<file path="src/lfwd_pkg.sv">
// package for the lowest free worker dispatch block
// request and response payload types, field widths and worker pool defaults
// no dependencies
`timescale 1ns / 1ps
`default_nettype none

package lfwd_pkg;

    localparam int TIME_W     = 31;
    localparam int AMOUNT_W   = 30;
    localparam int FREE_W     = 32;
    localparam int TOTAL_W    = 48;
    localparam int INDEX_W    = 4;

    localparam int WORKER_COUNT_DEF = 16;

    localparam logic [TOTAL_W-1:0] TOTAL_MAX = {TOTAL_W{1'b1}};

    typedef struct packed {
        logic [TIME_W-1:0]   arrival_time;
        logic [AMOUNT_W-1:0] job_amount;
        logic [TIME_W-1:0]   busy_duration;
    } req_t;

    typedef struct packed {
        logic                served;
        logic [INDEX_W-1:0]  worker_index;
        logic [TOTAL_W-1:0]  worker_total;
    } rsp_t;

endpackage

`default_nettype wire

</file>
<file path="src/lowest_free_worker_dispatch.sv">
// a request is held in the request register and its response in the response register
// throughput: one request per cycle, set by the single pass from the request register
// through the free time compare, priority encode and total add while rsp_stall is low
// reset: asynchronous active low, all free times and totals clear to zero, all workers free
// top level of the lowest free worker dispatch block, depends on lfwd_pkg and lfwd_pick
`timescale 1ns / 1ps
`default_nettype none

module lowest_free_worker_dispatch #(
    parameter int WORKER_COUNT = lfwd_pkg::WORKER_COUNT_DEF
) (
    input  wire logic           clk,
    input  wire logic           rst_n,
    input  wire logic           req_valid,
    output logic                req_stall,
    input  wire lfwd_pkg::req_t req,
    output logic                rsp_valid,
    input  wire logic           rsp_stall,
    output lfwd_pkg::rsp_t      rsp
);

    localparam int IDX_W = (WORKER_COUNT > 1) ? $clog2(WORKER_COUNT) : 1;

    logic                         req_valid_reg;
    lfwd_pkg::req_t               req_reg;
    logic                         rsp_valid_reg;
    lfwd_pkg::rsp_t               rsp_reg;
    lfwd_pkg::rsp_t               rsp_next;

    logic [lfwd_pkg::FREE_W-1:0]  free_at_reg [WORKER_COUNT];
    logic [lfwd_pkg::TOTAL_W-1:0] total_reg   [WORKER_COUNT];

    logic                         found;
    logic [IDX_W-1:0]             pick;
    logic [IDX_W+3:0]             pick_ext;
    logic                         advance;
    logic                         take;
    logic [lfwd_pkg::TOTAL_W:0]   sum;
    logic [lfwd_pkg::TOTAL_W-1:0] total_next;
    logic [lfwd_pkg::FREE_W-1:0]  free_next;

    lfwd_pick #(
        .WORKER_COUNT (WORKER_COUNT),
        .IDX_W        (IDX_W)
    ) u_pick (
        .free_at      (free_at_reg),
        .arrival_time (req_reg.arrival_time),
        .found        (found),
        .pick         (pick)
    );

    assign advance   = req_valid_reg && (!rsp_valid_reg || !rsp_stall);
    assign req_stall = req_valid_reg && !advance;
    assign take      = req_valid && !req_stall;

    assign sum        = {1'b0, total_reg[pick]} + (lfwd_pkg::TOTAL_W + 1)'(req_reg.job_amount);
    assign total_next = sum[lfwd_pkg::TOTAL_W] ? lfwd_pkg::TOTAL_MAX
                                               : sum[lfwd_pkg::TOTAL_W-1:0];
    assign free_next  = {1'b0, req_reg.arrival_time} + {1'b0, req_reg.busy_duration};
    assign pick_ext   = {4'b0, pick};

    always_comb
    begin
        rsp_next = '0;
        if (found)
        begin
            rsp_next.served       = 1'b1;
            rsp_next.worker_index = pick_ext[3:0];
            rsp_next.worker_total = total_next;
        end
    end

    always_ff @(posedge clk or negedge rst_n)
    begin
        if (!rst_n)
        begin
            req_valid_reg <= 1'b0;
            rsp_valid_reg <= 1'b0;
        end
        else
        begin
            if (take)
            begin
                req_valid_reg <= 1'b1;
            end
            else if (advance)
            begin
                req_valid_reg <= 1'b0;
            end
            if (advance)
            begin
                rsp_valid_reg <= 1'b1;
            end
            else if (!rsp_stall)
            begin
                rsp_valid_reg <= 1'b0;
            end
        end
    end

    always_ff @(posedge clk)
    begin
        if (take)
        begin
            req_reg <= req;
        end
        if (advance)
        begin
            rsp_reg <= rsp_next;
        end
    end

    // worker state
    always_ff @(posedge clk or negedge rst_n)
    begin
        if (!rst_n)
        begin
            for (int k = 0; k < WORKER_COUNT; k++)
            begin
                free_at_reg[k] <= '0;
                total_reg[k]   <= '0;
            end
        end
        else if (advance && found)
        begin
            free_at_reg[pick] <= free_next;
            total_reg[pick]   <= total_next;
        end
    end

    assign rsp_valid = rsp_valid_reg;
    assign rsp       = rsp_reg;

`ifndef SYNTH
    a_stall_needs_item: assert property (@(posedge clk) disable iff (!rst_n)
        req_stall |-> req_valid_reg)
        else $error("request stall raised with no held request");

    a_advance_gives_rsp: assert property (@(posedge clk) disable iff (!rst_n)
        advance |=> rsp_valid_reg)
        else $error("processed request produced no response");

    a_found_served: assert property (@(posedge clk) disable iff (!rst_n)
        advance && found |=> rsp_reg.served)
        else $error("free worker found but response not served");

    a_drop_clean: assert property (@(posedge clk) disable iff (!rst_n)
        advance && !found |=> !rsp_reg.served && rsp_reg.worker_index == '0
                              && rsp_reg.worker_total == '0)
        else $error("dropped request response not cleared");

    a_busy_after_serve: assert property (@(posedge clk) disable iff (!rst_n)
        advance && found |=> free_at_reg[$past(pick)] == $past(free_next))
        else $error("serving worker free time not updated");
`endif

endmodule

`default_nettype wire

</file>
<file path="src/lfwd_pick.sv">
// lowest index free worker search
// compares every free time against the job time and priority encodes the result
// depends on lfwd_pkg
`timescale 1ns / 1ps
`default_nettype none

module lfwd_pick #(
    parameter int WORKER_COUNT = lfwd_pkg::WORKER_COUNT_DEF,
    parameter int IDX_W        = (WORKER_COUNT > 1) ? $clog2(WORKER_COUNT) : 1
) (
    input  wire logic [lfwd_pkg::FREE_W-1:0] free_at [WORKER_COUNT],
    input  wire logic [lfwd_pkg::TIME_W-1:0] arrival_time,
    output logic                             found,
    output logic [IDX_W-1:0]                 pick
);

    logic [WORKER_COUNT-1:0]      is_free;
    logic [lfwd_pkg::FREE_W-1:0]  when_ext;

    assign when_ext = {1'b0, arrival_time};

    always_comb
    begin
        for (int k = 0; k < WORKER_COUNT; k++)
        begin
            is_free[k] = (free_at[k] <= when_ext);
        end
    end

    // lowest set bit wins
    always_comb
    begin
        found = 1'b0;
        pick  = '0;
        for (int k = WORKER_COUNT - 1; k >= 0; k--)
        begin
            if (is_free[k])
            begin
                found = 1'b1;
                pick  = IDX_W'(k);
            end
        end
    end

endmodule

`default_nettype wire
</file>
<file path="config.mk">
export PLATFORM = sky130hd
export DESIGN_NAME = lowest_free_worker_dispatch
export DESIGN_NICKNAME = d
export VERILOG_FILES = /design/src/lfwd_pkg.sv /design/src/lowest_free_worker_dispatch.sv /design/src/lfwd_pick.sv
export SDC_FILE = /design/constraint.sdc
export NUM_CORES = 2
export LEC_CHECK = 0
export BUFFER_PORTS_ARGS = -buffer_cell sky130_fd_sc_hd__buf_2
export CAP_MARGIN = 20
export CORE_MARGIN = 2
export CORE_UTILIZATION = 50
export DETAILED_ROUTE_END_ITERATION = 8
export PLACE_DENSITY_LB_ADDON = 0.1
export SYNTH_ARGS = -nofsm -noshare
export SYNTH_HDL_FRONTEND = slang
export SYNTH_SLANG_ARGS = --single-unit
</file>
<file path="constraint.sdc">
create_clock -name clk -period 25.1 [get_ports clk]
set_clock_uncertainty 0.1 [all_clocks]
set_input_delay 5.02 -clock clk [delete_from_list [all_inputs] [get_ports clk]]
set_output_delay 5.02 -clock clk [all_outputs]
set_load 0.01 [all_outputs]
</file>
==> impl_metrics.json <==
{
  "htreeDepth": 4,
  "cts.clk_slew.worst_paths_ns": 0.06,
  "cts_tree": "done",
  "ir_drop_mv": 0.204,
  "crit_type": "register to register",
  "io_pins": 151,
  "critPathBufInv": 5,
  "grt_max_degree": 168,
  "synth_top_area_cell": "dfrtp_1",
  "grt_setup_unrepaired": "false",
  "vias_per_cell": 5.95,
  "layout.nets": 8289,
  "largest_reg_flops": 768,
  "vias": 57400,
  "ys.warnings.count": 0,
  "reg2reg_from": "req_reg[72]",
  "cp_max_fo": 130,
  "synthCells": 7683,
  "routed_wl_um": 228000,
  "slew_headroom_pct": 13.4,
  "port_buffers": 150,
  "ctsResizeCount": 0,
  "dr_wl_met2_um": 101000,
  "period_needed_ns": 13.78,
  "synth_most_common_cell": "nand2_1",
  "leakage_nw": 36.9,
  "num_rows": 138,
  "syn_area_um2": 71300,
  "hold_start": "total_reg[267]",
  "clockRootBuffer": "clkbuf_16",
  "setup_viol_count_final": 0,
  "core_region_area_um2": 142000,
  "ys_top_cells_by_area": "dfrtp_1 45%, nand2_1 10%, ha_1 9.8%",
  "ff2ff_path_depth": 36,
  "yosys_most_used_dff": "dfrtp_1",
  "grt_usage_pct": 31.3,
  "grt_pass1_wl_um": 348000,
  "place_congestion": 0.894,
  "finalPower_mw": 12.4,
  "layout_setup_ws_ns": 11.32,
  "antenna_found_initial": 4,
  "worstPathArrival_ns": 14.38,
  "drtIter0Drc": 5896,
  "fp.dieH_um": 382,
  "final_antenna_net_count": 0,
  "dieArea_um2": 146000,
  "drv_cap": 0,
  "synth-seq-cells": 1427,
  "clock_path_buffers": 3,
  "slowest_stage": "buf_4",
  "synth_top_area_share_pct": 45.0,
  "synth.avg_cell_area_um2": 9.28,
  "start_util_pct": 50.4,
  "synth_seq_area_share_pct": 51.1,
  "ys_types": 98,
  "status": "finished clean",
  "die_w_um": 382,
  "met1_length_um": 103000,
  "synth_edf_count": 145,
  "avgRoutedWirePerCell_um": 23.6,
  "final_area_um2": 79200,
  "cts_buffers": 158,
  "cp_top_family": "compound AO/OA/AOI/OAI gates",
  "pre_cts_slack_ns": 11.61,
  "drtPass1Iterations": 6,
  "fmaxAchievable_ghz": 0.0726,
  "r2r_slack_ns": 11.32,
  "r2r-end": "total_reg[340]",
  "overflow": 0,
  "fill_cells": 12800,
  "drc": 0,
  "synthArstFlopShare_pct": 89.8,
  "clock_latency_ns": 0.82,
  "n_antenna_cell": 0,
  "cp_slowest_stage_delay_ns": 0.90,
  "routed-wl-met3_um": 16400,
  "holdPathEnd": "total_reg[267]",
  "grt_pass1_vias": 55000,
  "required_ns": 25.71,
  "clock-sinks": 1427,
  "tightestPinTransition_ns": 1.30,
  "p_per_area_nw_per_um2": 156,
  "slew_viol_final": 0,
  "setup_tns_ns": 0,
  "highest_layer": "met5",
  "critPathMostFrequentCell": "a21oi_1",
  "synth_fp_nets": 8338,
  "critPathLaunchType": "register",
  "holdBufCountCts": 0,
  "finalHoldViolCount": 0,
  "area_delta_synth_final_pct": 11.1,
  "drive_above_1_share_pct": 8.43,
  "dp_hpwl_um": 142000,
  "worstSetupEndpointType": "register",
  "post_cts_buffers": 0,
  "netlist_top_cells_count": "1,926 x nand2_1, 1,282 x dfrtp_1, 968 x o21ai_0, 557 x ha_1, 399 x clkbuf_1",
  "fin_crit_sh_pct": 54.9,
  "place_area_um2": 73700,
  "min_delay_path_depth": 2,
  "hp-class": "register to register"
}
kinds of logic after synthesis:
logic type               share of synthesized area [%]
AO/OA/AOI/OAI                                     16.8
XOR/XNOR                                         0.725
adder cells (fa/ha/maj)                           9.83
buffers and inverters                             3.34
flip-flops                                        51.1
multiplexers                                     0.783
AND/OR/NAND/NOR                                   17.5
report_power, final:
part           switching [mW]  internal (mW)  leakage [nW]  total (mW)
logic                    4.99           1.77          15.7        6.76
clock network            1.00           1.41          2.65        2.41
registers               0.265           2.93          18.6        3.19
total                    6.25           6.11          36.9        12.4
per-layer routing:
metal | global-route usage [%] | vias to the layer above
met4 | 9.72 | 4
met1 | 45.7 | 28100
met3 | 4.88 | 387
met5 | 0 | -
li1 | - | 27000
met2 | 47.9 | 2004
metrics by stage:
stage,hold slack [ns],util [%],instances
floorplan,0.337,-,7683
global placement,0.357,52.0,9347
detailed placement,0.366,52.0,9352
CTS,0.380,55.8,9645
global route,0.396,55.9,9657
finish,0.376,55.9,9657
cell type report:
cell class | instances | area, µm² | share of cell area [%]
flip-flops and latches | 1427 | 36400 | 46.0
clock buffers | 228 | 4620 | 5.83
multi-input cells | 5671 | 32800 | 41.4
inverters | 101 | 395 | 0.499
well taps | 1890 | 2360 | 2.99
repair buffers | 275 | 1850 | 2.33
clock inverters | 65 | 742 | 0.937
cells in the final DEF, fill, tap and decap left out, types with 30 or more instances in the layout:
cell / count
nand4_1: 95
o21ai_1: 321
dfrtp_1: 1282
nor2_2: 31
nor2b_1: 32
nor2_1: 243
o21ai_0: 968
a211oi_1: 47
clkbuf_16: 162
nor3_1: 54
nand3_1: 304
clkbuf_1: 34
a21o_1: 70
inv_1: 97
edfxtp_1: 145
buf_2: 152
clkinv_2: 30
ha_1: 557
clkbuf_8: 32
mux2i_1: 49
a21oi_1: 363
nand2_1: 1910
nor4_1: 57
buf_4: 110
worst max path at each step:
| stage | startpoint | to | slack (ns) | cells after the start |
|---|---|---|---|---|
| 3_3_place_gp | req_reg[81] | total_reg[580] | 11.56 | 35 |
| 6_report | req_reg[72] | total_reg[340] | 11.32 | 36 |
| 2_1_floorplan | rsp_stall | req_stall | 14.77 | 2 |
| 3_5_place_dp | req_reg[72] | total_reg[340] | 11.61 | 36 |
| 5_1_grt | req_reg[72] | total_reg[244] | 10.58 | 36 |
| 4_1_cts | req_reg[72] | total_reg[340] | 11.55 | 36 |
worst reg2reg max path: cells and delay by family, from the launching register on:
family	cells	cell delay [ns]
DFF	1	0.39
AOI/OAI and AO/OA	17	5.01
adders and majority gates	3	0.98
buffers and inverters	5	2.96
and+or+nand+nor	11	4.25
(Power assumes the default switching activity.)
